## src/rtl/b64gd_pkg.sv

```systemverilog
`timescale 1ns / 1ps

package b64gd_pkg;

   // character codes
   localparam logic [7:0] PAD_CHAR   = 8'h3D;
   localparam logic [7:0] PLUS_CHAR  = 8'h2B;
   localparam logic [7:0] SLASH_CHAR = 8'h2F;

   localparam int unsigned LANES = 4;

   // result status codes
   typedef enum logic [1:0] {
      ST_OK         = 2'd0,
      ST_BAD_CHAR   = 2'd1,
      ST_BAD_PAD    = 2'd2,
      ST_SUPPRESSED = 2'd3
   } status_type;

   // one input item: a four-character group
   typedef struct packed {
      logic [7:0] char0;
      logic [7:0] char1;
      logic [7:0] char2;
      logic [7:0] char3;
      logic       final_group;
   } req_payload_type;

   // one result item
   typedef struct packed {
      logic [7:0] byte0;
      logic [7:0] byte1;
      logic [7:0] byte2;
      logic [1:0] num_bytes;
      status_type status;
      logic [1:0] error_position;
      logic       text_end;
   } rsp_payload_type;

   // what one lane finds about its character
   typedef struct packed {
      logic [5:0] sextet;
      logic       is_pad;
      logic       is_bad;
   } lane_type;

endpackage

```

## src/rtl/b64gd_if.sv

```systemverilog
`timescale 1ns / 1ps

// request channel
interface b64gd_req_if;
   logic                      valid;
   logic                      ready;
   b64gd_pkg::req_payload_type payload;

   modport source (output valid, output payload, input ready);
   modport sink   (input valid, input payload, output ready);
endinterface

// response channel
interface b64gd_rsp_if;
   logic                      valid;
   logic                      ready;
   b64gd_pkg::rsp_payload_type payload;

   modport source (output valid, output payload, input ready);
   modport sink   (input valid, input payload, output ready);
endinterface

```

## src/rtl/b64gd_lane.sv

```systemverilog
`timescale 1ns / 1ps

module b64gd_lane (
   input  logic [7:0]          char_code,
   output b64gd_pkg::lane_type lane
);

   logic [7:0] upper_off;
   logic [7:0] lower_off;
   logic [7:0] digit_off;

   // offsets into the alphabet ranges
   assign upper_off = char_code - 8'h41;
   assign lower_off = char_code - 8'h47;
   assign digit_off = char_code + 8'h04;

   // classify the character
   always_comb begin
      lane.sextet = 6'd0;
      lane.is_pad = 1'b0;
      lane.is_bad = 1'b0;
      if (char_code >= 8'h41 && char_code <= 8'h5A) begin
         lane.sextet = upper_off[5:0];
      end else if (char_code >= 8'h61 && char_code <= 8'h7A) begin
         lane.sextet = lower_off[5:0];
      end else if (char_code >= 8'h30 && char_code <= 8'h39) begin
         lane.sextet = digit_off[5:0];
      end else if (char_code == b64gd_pkg::PLUS_CHAR) begin
         lane.sextet = 6'd62;
      end else if (char_code == b64gd_pkg::SLASH_CHAR) begin
         lane.sextet = 6'd63;
      end else if (char_code == b64gd_pkg::PAD_CHAR) begin
         lane.is_pad = 1'b1;
      end else begin
         lane.is_bad = 1'b1;
      end
   end

endmodule

```

## src/rtl/b64gd_merge.sv

```systemverilog
`timescale 1ns / 1ps

module b64gd_merge (
   input  b64gd_pkg::lane_type        lanes [b64gd_pkg::LANES],
   input  logic                       final_group,
   input  logic                       text_failed,
   output b64gd_pkg::rsp_payload_type result,
   output logic                       group_error
);

   logic [b64gd_pkg::LANES-1:0] pad_fault;
   logic [b64gd_pkg::LANES-1:0] any_fault;
   logic [23:0]                 quad;
   logic [1:0]                  pads;
   logic                        found;
   logic [1:0]                  first_pos;
   b64gd_pkg::status_type       first_status;

   // per-lane fault flags, padding only legal at the end of the final group
   always_comb begin
      for (int j = 0; j < b64gd_pkg::LANES; j++) begin
         pad_fault[j] = lanes[j].is_pad && (!final_group || j < 2 ||
                        (j == 2 && !lanes[3].is_pad));
         any_fault[j] = pad_fault[j] || lanes[j].is_bad;
      end
   end

   // first faulty position in scan order
   always_comb begin
      found        = 1'b0;
      first_pos    = 2'd0;
      first_status = b64gd_pkg::ST_OK;
      for (int j = 0; j < b64gd_pkg::LANES; j++) begin
         if (!found && any_fault[j]) begin
            found        = 1'b1;
            first_pos    = 2'(j);
            first_status = lanes[j].is_bad ? b64gd_pkg::ST_BAD_CHAR
                                           : b64gd_pkg::ST_BAD_PAD;
         end
      end
   end

   assign quad = {lanes[0].sextet, lanes[1].sextet, lanes[2].sextet, lanes[3].sextet};
   assign pads = {1'b0, lanes[2].is_pad} + {1'b0, lanes[3].is_pad};

   // combine into one result
   always_comb begin
      result.byte0          = 8'd0;
      result.byte1          = 8'd0;
      result.byte2          = 8'd0;
      result.num_bytes      = 2'd0;
      result.status         = b64gd_pkg::ST_OK;
      result.error_position = 2'd0;
      result.text_end       = final_group;
      group_error           = 1'b0;
      if (text_failed) begin
         result.status = b64gd_pkg::ST_SUPPRESSED;
      end else if (found) begin
         result.status         = first_status;
         result.error_position = first_pos;
         group_error           = 1'b1;
      end else begin
         result.num_bytes = 2'd3 - pads;
         result.byte0     = quad[23:16];
         if (pads < 2'd2) begin
            result.byte1 = quad[15:8];
         end
         if (pads == 2'd0) begin
            result.byte2 = quad[7:0];
         end
      end
   end

endmodule

```

## src/rtl/base64_group_decoder_top.sv

```systemverilog
`timescale 1ns / 1ps

// Base64 group decoder, standard alphabet.
// req_ch carries one four-character group per item with a final_group flag
// marking the end of a text; rsp_ch returns exactly one result per group:
// up to three bytes, the byte count, a status code, the first faulty position
// and an echo of the final flag.
// Four character lanes classify the group in parallel and a merge stage
// picks the first fault and packs the bytes.
// Each result is registered in the output register or in the skid register.
// Throughput: one group per cycle unless rsp_ch stalls; the only state carried
// between groups is the one-bit failed-text flag, updated in the cycle a group
// is taken. When rsp_ch stalls, one more group is taken into a skid register,
// and req_ch.ready then drops until the receiver drains the output register.
// Reset (synchronous, active high) empties both result registers and clears
// the failed-text flag; it takes effect at the next clock edge.

module base64_group_decoder_top (
   input  logic               clock,
   input  logic               reset,
   b64gd_req_if.sink          req_ch,
   b64gd_rsp_if.source        rsp_ch
);

   b64gd_pkg::lane_type        lanes [b64gd_pkg::LANES];
   b64gd_pkg::rsp_payload_type result;
   logic                       group_error;

   logic                       text_failed_ff, text_failed_in;
   logic                       out_valid_ff, out_valid_in;
   b64gd_pkg::rsp_payload_type out_data_ff, out_data_in;
   logic                       skid_valid_ff, skid_valid_in;
   b64gd_pkg::rsp_payload_type skid_data_ff, skid_data_in;

   logic accept;
   logic pop;

   // character lanes
   b64gd_lane u_lane0 (.char_code(req_ch.payload.char0), .lane(lanes[0]));
   b64gd_lane u_lane1 (.char_code(req_ch.payload.char1), .lane(lanes[1]));
   b64gd_lane u_lane2 (.char_code(req_ch.payload.char2), .lane(lanes[2]));
   b64gd_lane u_lane3 (.char_code(req_ch.payload.char3), .lane(lanes[3]));

   // merge lanes into one result
   b64gd_merge u_merge (
      .lanes       (lanes),
      .final_group (req_ch.payload.final_group),
      .text_failed (text_failed_ff),
      .result      (result),
      .group_error (group_error)
   );

   assign req_ch.ready   = !skid_valid_ff;
   assign accept         = req_ch.valid && req_ch.ready;
   assign pop            = out_valid_ff && rsp_ch.ready;
   assign rsp_ch.valid   = out_valid_ff;
   assign rsp_ch.payload = out_data_ff;

   // sticky error flag, cleared by the final group
   always_comb begin
      text_failed_in = text_failed_ff;
      if (accept) begin
         if (req_ch.payload.final_group) begin
            text_failed_in = 1'b0;
         end else if (group_error) begin
            text_failed_in = 1'b1;
         end
      end
   end

   // output register plus skid stage
   always_comb begin
      out_valid_in  = out_valid_ff;
      out_data_in   = out_data_ff;
      skid_valid_in = skid_valid_ff;
      skid_data_in  = skid_data_ff;
      if (skid_valid_ff) begin
         if (pop) begin
            out_data_in   = skid_data_ff;
            skid_valid_in = 1'b0;
         end
      end else if (accept) begin
         if (!out_valid_ff || pop) begin
            out_valid_in = 1'b1;
            out_data_in  = result;
         end else begin
            skid_valid_in = 1'b1;
            skid_data_in  = result;
         end
      end else if (pop) begin
         out_valid_in = 1'b0;
      end
   end

   always_ff @(posedge clock) begin
      if (reset) begin
         text_failed_ff <= 1'b0;
         out_valid_ff   <= 1'b0;
         skid_valid_ff  <= 1'b0;
      end else begin
         text_failed_ff <= text_failed_in;
         out_valid_ff   <= out_valid_in;
         skid_valid_ff  <= skid_valid_in;
      end
   end

   always_ff @(posedge clock) begin
      out_data_ff  <= out_data_in;
      skid_data_ff <= skid_data_in;
   end

   // skid stage only holds an item behind a full output register
   a_skid_behind_out: assert property (@(posedge clock) disable iff (reset)
      skid_valid_ff |-> out_valid_ff)
      else $error("skid item without output item");

   // a final group always leaves the flag clear
   a_final_clears: assert property (@(posedge clock) disable iff (reset)
      (accept && req_ch.payload.final_group) |=> !text_failed_ff)
      else $error("failed flag survived final group");

   // a suppressed group keeps the text failed unless it is final
   a_flag_sticks: assert property (@(posedge clock) disable iff (reset)
      (accept && text_failed_ff && !req_ch.payload.final_group) |=> text_failed_ff)
      else $error("failed flag dropped inside text");

   // a stalled output item holds
   a_out_holds: assert property (@(posedge clock) disable iff (reset)
      (out_valid_ff && !rsp_ch.ready) |=> (out_valid_ff && $stable(out_data_ff)))
      else $error("stalled result changed");

   // error results carry no bytes
   a_error_no_bytes: assert property (@(posedge clock) disable iff (reset)
      (out_valid_ff && out_data_ff.status != b64gd_pkg::ST_OK)
         |-> (out_data_ff.num_bytes == 2'd0 && out_data_ff.byte0 == 8'd0))
      else $error("error result with bytes");

endmodule
```

## src/flat_wrapper.sv

```systemverilog
// flat-port wrapper written by rule: the top's interface ports become plain ports
module base64_group_decoder_top_flat 
  (clock, reset, req_ch_valid, req_ch_payload, req_ch_ready, rsp_ch_valid, rsp_ch_payload, rsp_ch_ready);
  b64gd_req_if req_ch_i ();
  b64gd_rsp_if rsp_ch_i ();
  input  logic clock;
  input  logic reset;
  input wire logic [$bits(req_ch_i.valid)-1:0] req_ch_valid;
  input wire logic [$bits(req_ch_i.payload)-1:0] req_ch_payload;
  output wire logic [$bits(req_ch_i.ready)-1:0] req_ch_ready;
  output wire logic [$bits(rsp_ch_i.valid)-1:0] rsp_ch_valid;
  output wire logic [$bits(rsp_ch_i.payload)-1:0] rsp_ch_payload;
  input wire logic [$bits(rsp_ch_i.ready)-1:0] rsp_ch_ready;
  assign req_ch_i.valid = req_ch_valid;
  assign req_ch_i.payload = req_ch_payload;
  assign req_ch_ready = req_ch_i.ready;
  assign rsp_ch_valid = rsp_ch_i.valid;
  assign rsp_ch_payload = rsp_ch_i.payload;
  assign rsp_ch_i.ready = rsp_ch_ready;
  base64_group_decoder_top u_core (.clock(clock), .reset(reset), .req_ch(req_ch_i), .rsp_ch(rsp_ch_i));
endmodule
```

## config.mk

```make
export PLATFORM = sky130hd
export DESIGN_NAME = base64_group_decoder_top_flat
export DESIGN_NICKNAME = d
export VERILOG_FILES = /design/src/rtl/b64gd_pkg.sv /design/src/rtl/b64gd_if.sv /design/src/rtl/b64gd_lane.sv /design/src/rtl/b64gd_merge.sv /design/src/rtl/base64_group_decoder_top.sv /design/src/flat_wrapper.sv
export SDC_FILE = /design/constraint.sdc
export NUM_CORES = 1
export LEC_CHECK = 0
export BUFFER_PORTS_ARGS = -buffer_cell sky130_fd_sc_hd__clkbuf_2
export CAP_MARGIN = 15
export CORE_MARGIN = 2
export CORE_UTILIZATION = 46
export CTS_CLUSTER_DIAMETER = 80
export DETAILED_ROUTE_END_ITERATION = 10
export HOLD_SLACK_MARGIN = 0.05
export PLACE_DENSITY = 0.63
export SYNTH_ARGS = -nofsm -noshare
export SYNTH_HDL_FRONTEND = slang
export SYNTH_SLANG_ARGS = --single-unit
```

## constraint.sdc

```tcl
create_clock -name clock -period 4.6 [get_ports clock]
set_input_delay 0.46 -clock clock [delete_from_list [all_inputs] [get_ports clock]]
set_output_delay 0.46 -clock clock [all_outputs]
set_load 0.05 [all_outputs]
```

==> After elaboration in Yosys (flattened, before gate mapping) <==
Index checks and enable logic that the tools add are counted.
{ "classes": {"n_bitwise": 2, "muxes": 85, "n_lt_le_gt_ge": 25, "add_sub_neg": 14, "reduce_logical": 41, "eq_ne": 14} }
{ "op_table": {"columns": ["op", "count"], "rows": [
  ["two-way mux 31 bit", 4],
  ["two-way mux 6 bit", 20],
  ["equality test 8 x 6 -> 1 bit, second input constant", 12],
  [">= comparator 8 x 7 -> 1 bit, second input constant", 8],
  ["less-or-equal comparator 8 x 7 -> 1 bit, second input constant", 8],
  ["two-way mux 2 bit", 32],
  ["two-way mux 26 bit", 2],
  [">= comparator 8 x 6 -> 1 bit, second input constant", 4],
  ["less-or-equal comparator 8 x 6 -> 1 bit, second input constant", 4],
  ["adder 6 x 3 -> 6 bit, second input constant", 4],
  ["two-way mux 1 bit", 24],
  ["subtractor 6 x 1 -> 6 bit, second input constant", 4],
  ["subtractor 6 x 3 -> 6 bit, second input constant", 4],
  ["logical AND 1 bit", 19],
  ["two-way mux 8 bit", 2],
  ["AND reduction 3 bit", 3],
  ["nonzero test 2 bit", 4],
  ["zero test 1 bit", 7],
  ["logical OR 1 bit", 6],
  ["two-way mux 4 bit", 1],
  ["!= test 2 bit, second input constant", 2],
  ["adder 1 x 1 -> 2 bit", 1],
  ["zero test 2 bit", 1],
  ["less-than comparator 2 bit, second input constant", 1],
  ["other kinds (3)", 4]
]} }
{ "word_totals": {"register_bits": 65, "out_inout_bits": 33} }

==> Depth between registers and ports, before layout <==
{ "logic_depth": {"ltp_word": 23, "mapped_depth": 11} }

==> By module <==
A second synthesis with hierarchy kept.
{ "hier_totals": {"hier_cells": 522, "hier_area_um2": 5562.8} }
{ "by_module_without_submodules": {"columns": ["mod", "seq_area_each_um2", "cells_per_inst", "instances", "area_each_um2"], "rows": [
  ["b64gd_lane", 0.0, 85, 4, 639.4],
  ["base64_group_decoder_top", 1921.8, 113, 1, 2521.2],
  ["b64gd_merge", 0.0, 69, 1, 484.2]
]} }

==> Worst setup path after synthesis <==
Ideal clock, no wire load.
{ "synth_timing": {"path_type": "reg-to-reg", "startpoint": "register u_core.skid_valid_ff", "endpoint": "register u_core.out_data_ff, in the netlist u_core.rsp_ch.payload[0], enable pin", "path_stages_with_launch": 5, "setup_time_ns": 0.429, "period_less_slack_ns": 2.874, "path_slack_ns": 1.726, "arrival_time_ns": 2.445, "path_buffers": 2, "path_cell_list": "dfxtp_1 clkbuf_1 clkbuf_1 nand2_1 a21oi_1"} }
{ "synth_between": {"elab_chain_cells": 4} }
{ "synth_rtl": {"columns": ["element", "line_no", "rtl"], "rows": [
  ["start, declared", "base64_group_decoder_top.sv:32", "logic skid_valid_ff, skid_valid_in;"],
  ["start signal, assigned", "base64_group_decoder_top.sv:103", "skid_valid_ff <= skid_valid_in;"],
  ["zero test 1 bit", "base64_group_decoder_top.sv:53", "assign req_ch.ready = !skid_valid_ff;"],
  ["logical AND 1 bit", "base64_group_decoder_top.sv:54", "assign accept = req_ch.valid && req_ch.ready;"],
  ["nonzero test 2 bit (no source line)", null, null],
  ["AND reduction 3 bit (no source line) *", null, null],
  ["end signal, assigned", "base64_group_decoder_top.sv:108", "out_data_ff <= out_data_in;"],
  ["end, declared", "base64_group_decoder_top.sv:31", "b64gd_pkg::rsp_payload_type out_data_ff, out_data_in;"]
]} }
Every way passes the cells marked *; elsewhere a longest branch is shown, timed or not.
A chain may end at the register's enable or synchronous reset.

==> impl_metrics.yaml <==
logic_synthesis:
  synth_nets: 601
  synthMuxAreaShare: 0.0197
  avgSynthCellArea_um2: 9.56
  synthSimpleGateAreaFrac: 0.198
  async_flop_share: 0
  synth_top_family_by_area: "compound AO/OA/AOI/OAI gates"
  yosys_warnings: 0
  synth-seq-cells: 65
  synth-edff-count: 62
  synth_area_um2: 5030
  synth-seq-area-share: 0.382
  synth_xor_xnor_area_share: 0.0157
  synth_ff_type: "edfxtp_1"
  synth_cell_types: 79
  synth-adder-area-share: 0.0946
  synthCells: 526
  synth_compound_area_frac: 0.247
run:
  maxCapViolations: 0
worst_setup_path:
  critPathKind: "input pin to register"
  worstPathCellList: "clkbuf_2 -> inv_1 -> ha_1 -> a21o_1 -> nand2_1 -> o2111ai_1 -> nor2_1 -> or3_1 -> a222oi_1 -> o31ai_1"
  reg2reg_depth: 4
  crit_required_ns: 4.68
  crit_buf_inv: 2
  crit_arrival_ns: 2.99
  endpoint_kind: "register"
  r2r_slack_ns: 2.01
  cpPeakStageDelay_ns: 0.58
  start_kind: "input pin"
  path_delay_family: "compound AO/OA/AOI/OAI gates"
  cp_max_fo: 11
  reg2reg_from: "u_core.skid_valid_ff"
  rr_endpoint: "u_core.rsp_ch.payload[2]"
  crit_slowest_cell: "o2111ai_1"
detailed_routing:
  routed_via_density: 5.83
  wl_met2_mm: 5.54
  avgRoutedWirePerCell_um: 16.6
  firstDrtPassIters: 5
  top_layer: "met4"
  ant_nets: 0
  wl_met1_mm: 5.72
  drcViolationCount: 0
  dr_total_vias: 4261
  wl_mm: 12.1
  met3_length_um: 700
  drt_iter0_drc: 267
worst_hold_path:
  min_path_type: "input pin to register"
  holdPathStages: 2
  hold_start: "reset"
  whs_endpoint: "u_core.rsp_ch.valid"
clock_tree:
  ctsHoldBuffers: 0
  clk_latency_ns: 0.35
  cts_buffers: 9
  clk_pin_slew_ns: 0.08
  clock_path_buffers: 2
  cts_tree: "yes"
  post_cts_buffers: 0
  post_cts_resized: 0
  cts_sinks: 65
  htree_levels: 3
  root_buffer: "clkbuf_8"
placement:
  place_area_um2: 5480
  gp_congestion: 0.965
  dp.cells: 715
  dp_hpwl_mm: 8.97
  post-place-ws_ns: 1.35
  io_buffers: 69
timing:
  fin_crit_ns: 2.90
  worstMarginPinSlew_ns: 1.08
  hold_viol_final: 0
  setup_violations: 0
  fin_crit_sh: 0.631
  whs_ns: 0.329
  setup_ws_ns: 1.70
  drv_slew: 0
  fmax_mhz: 345
  fin_tns_setup_ns: 0
  relSlewSlack: 0.279
  clock_skew_ns: 0.0103
  rsz0062_at_grt: "no"
power_and_ir_drop:
  ir_drop_v: 0.000186
  p_leak_nw: 2.31
  power_density_nw_per_um2: 292
grt:
  overflow: 0
  grt_use_total: 0.215
  grt_max_degree: 44
  grt_pass1_vias: 4005
  grt_antenna_before_repair: 0
  grt_pass1_wl_mm: 19.9
floorplan:
  io_pins: 70
  initial_core_util: 0.468
  die_w_um: 109
  die_area_um2: 11800
  die_y_um: 109
  placementRows: 38
  coreArea_um2: 10700
cells_and_area:
  final_cell_area_um2: 5750
  stdcell_count: 731
  regArea_um2: 1920
  antennaDiodeCount: 0
  final_nets: 661
  n_fill_cell: 1012
  multiInputGateArea_um2: 2900
  synthToLayoutAreaGrowth_pct: 14.4
  drive_gt1_frac: 0.196
run_status:
  run_status: "completed"
-- where the power goes --
group | leakage, nW | internal [W] | switching [W]
logic | 1.50 | 0.000101 | 0.000242
registers | 0.665 | 0.000674 | 0.00000940
clock network | 0.137 | 0.000432 | 0.000224
-- worst reg2reg max path, stage by stage (launching register included) --
cell     delay (ns)
dfxtp_1        0.30
buf_4          0.25
inv_1          0.46
nand2_1        0.27
a21oi_4        0.91
-- through the flow --
step | util | total power (W)
floorplan | - | 0.000939
global placement | 0.510 | 0.00103
detailed placement | 0.510 | 0.00104
CTS | 0.535 | 0.00170
global route | 0.535 | 0.00176
finish | 0.535 | 0.00168
-- metal layers --
layer | up-vias | global-route usage
met5 | - | 0
met4 | 0 | 0.0641
met3 | 13 | 0.0410
met2 | 133 | 0.340
met1 | 2000 | 0.300
li1 | 2115 | -
-- cell type report --
class	count	share of cell area
Clock buffer	10	0.0239
Multi-Input combinational cell	408	0.505
Sequential cell	65	0.334
Inverter	31	0.0202
Timing Repair Buffer	71	0.0626
Clock inverter	6	0.0239
Tap cell	140	0.0305
-- cells by family (layout without fill, tap and decap cells) --
logic type      after synthesis  count (layout)
compound gates              165             165
flops                        65              65
simple gates                187             187
fa+ha+maj                    38              38
buf+inv                      53             118
mux                           9               9
xor+xnor                      9               9
-- layout by cell type, fill, tap and decap left out, types with 5 or more instances in the layout --
master	n
a211oi_1	8
and2_1	8
clkbuf_8	10
mux2_2	7
clkbuf_2	69
nor3_1	11
o21ai_0	26
a22o_1	5
o211ai_1	6
xor2_1	5
or3_1	5
o21a_1	8
nor2_1	42
a21o_1	5
nor2b_1	17
ha_1	38
nand2_1	49
a221o_1	7
inv_1	30
nand3_1	13
a31oi_1	6
o31ai_1	12
and3_1	7
nand2b_1	8
edfxtp_1	62
a21oi_1	31
-- cells in the mapped netlist, types with 5 or more instances --
cell type / instances / area (um^2)
ha_1: 38 / 475
buf_2: 7 / 35.0
nor2b_1: 17 / 106
or3_1: 5 / 31.3
a31oi_1: 6 / 37.5
a22o_1: 5 / 43.8
and2_1: 8 / 50.1
mux2_2: 7 / 78.8
nor3_1: 11 / 55.1
a21o_1: 5 / 37.5
a211oi_1: 8 / 60.1
a221o_1: 7 / 70.1
nand2b_1: 8 / 50.1
edfxtp_1: 62 / 1860
xor2_1: 5 / 43.8
inv_1: 30 / 113
o21a_1: 8 / 60.1
o21ai_0: 26 / 130
o31ai_1: 12 / 90.1
clkbuf_1: 14 / 52.6
and3_1: 7 / 43.8
o211ai_1: 6 / 45.0
nand2_1: 49 / 184
a21oi_1: 32 / 160
nor2_1: 42 / 158
nand3_1: 13 / 65.1
-- worst max path at each step --
stage	from	to	slack, ns	cells past startpoint
2_1_floorplan	u_core.skid_valid_ff	u_core.rsp_ch.payload[0]	1.73	4
3_3_place_gp	req_ch_payload[11]	u_core.rsp_ch.payload[15]	1.37	10
3_5_place_dp	req_ch_payload[3]	u_core.rsp_ch.payload[27]	1.35	10
4_1_cts	req_ch_payload[11]	u_core.rsp_ch.payload[15]	1.73	10
5_1_grt	req_ch_payload[3]	u_core.rsp_ch.payload[27]	1.49	10
6_report	req_ch_payload[11]	u_core.rsp_ch.payload[15]	1.70	10
-- registers in the layout, indices dropped and copies added, names as in the netlist --
signal / cells
u_core.skid_data_ff: 31
u_core.text_failed_ff: 1
u_core.skid_valid_ff: 1
u_core.rsp_ch.payload: 31
u_core.rsp_ch.valid: 1
(Power assumes the default switching activity.)
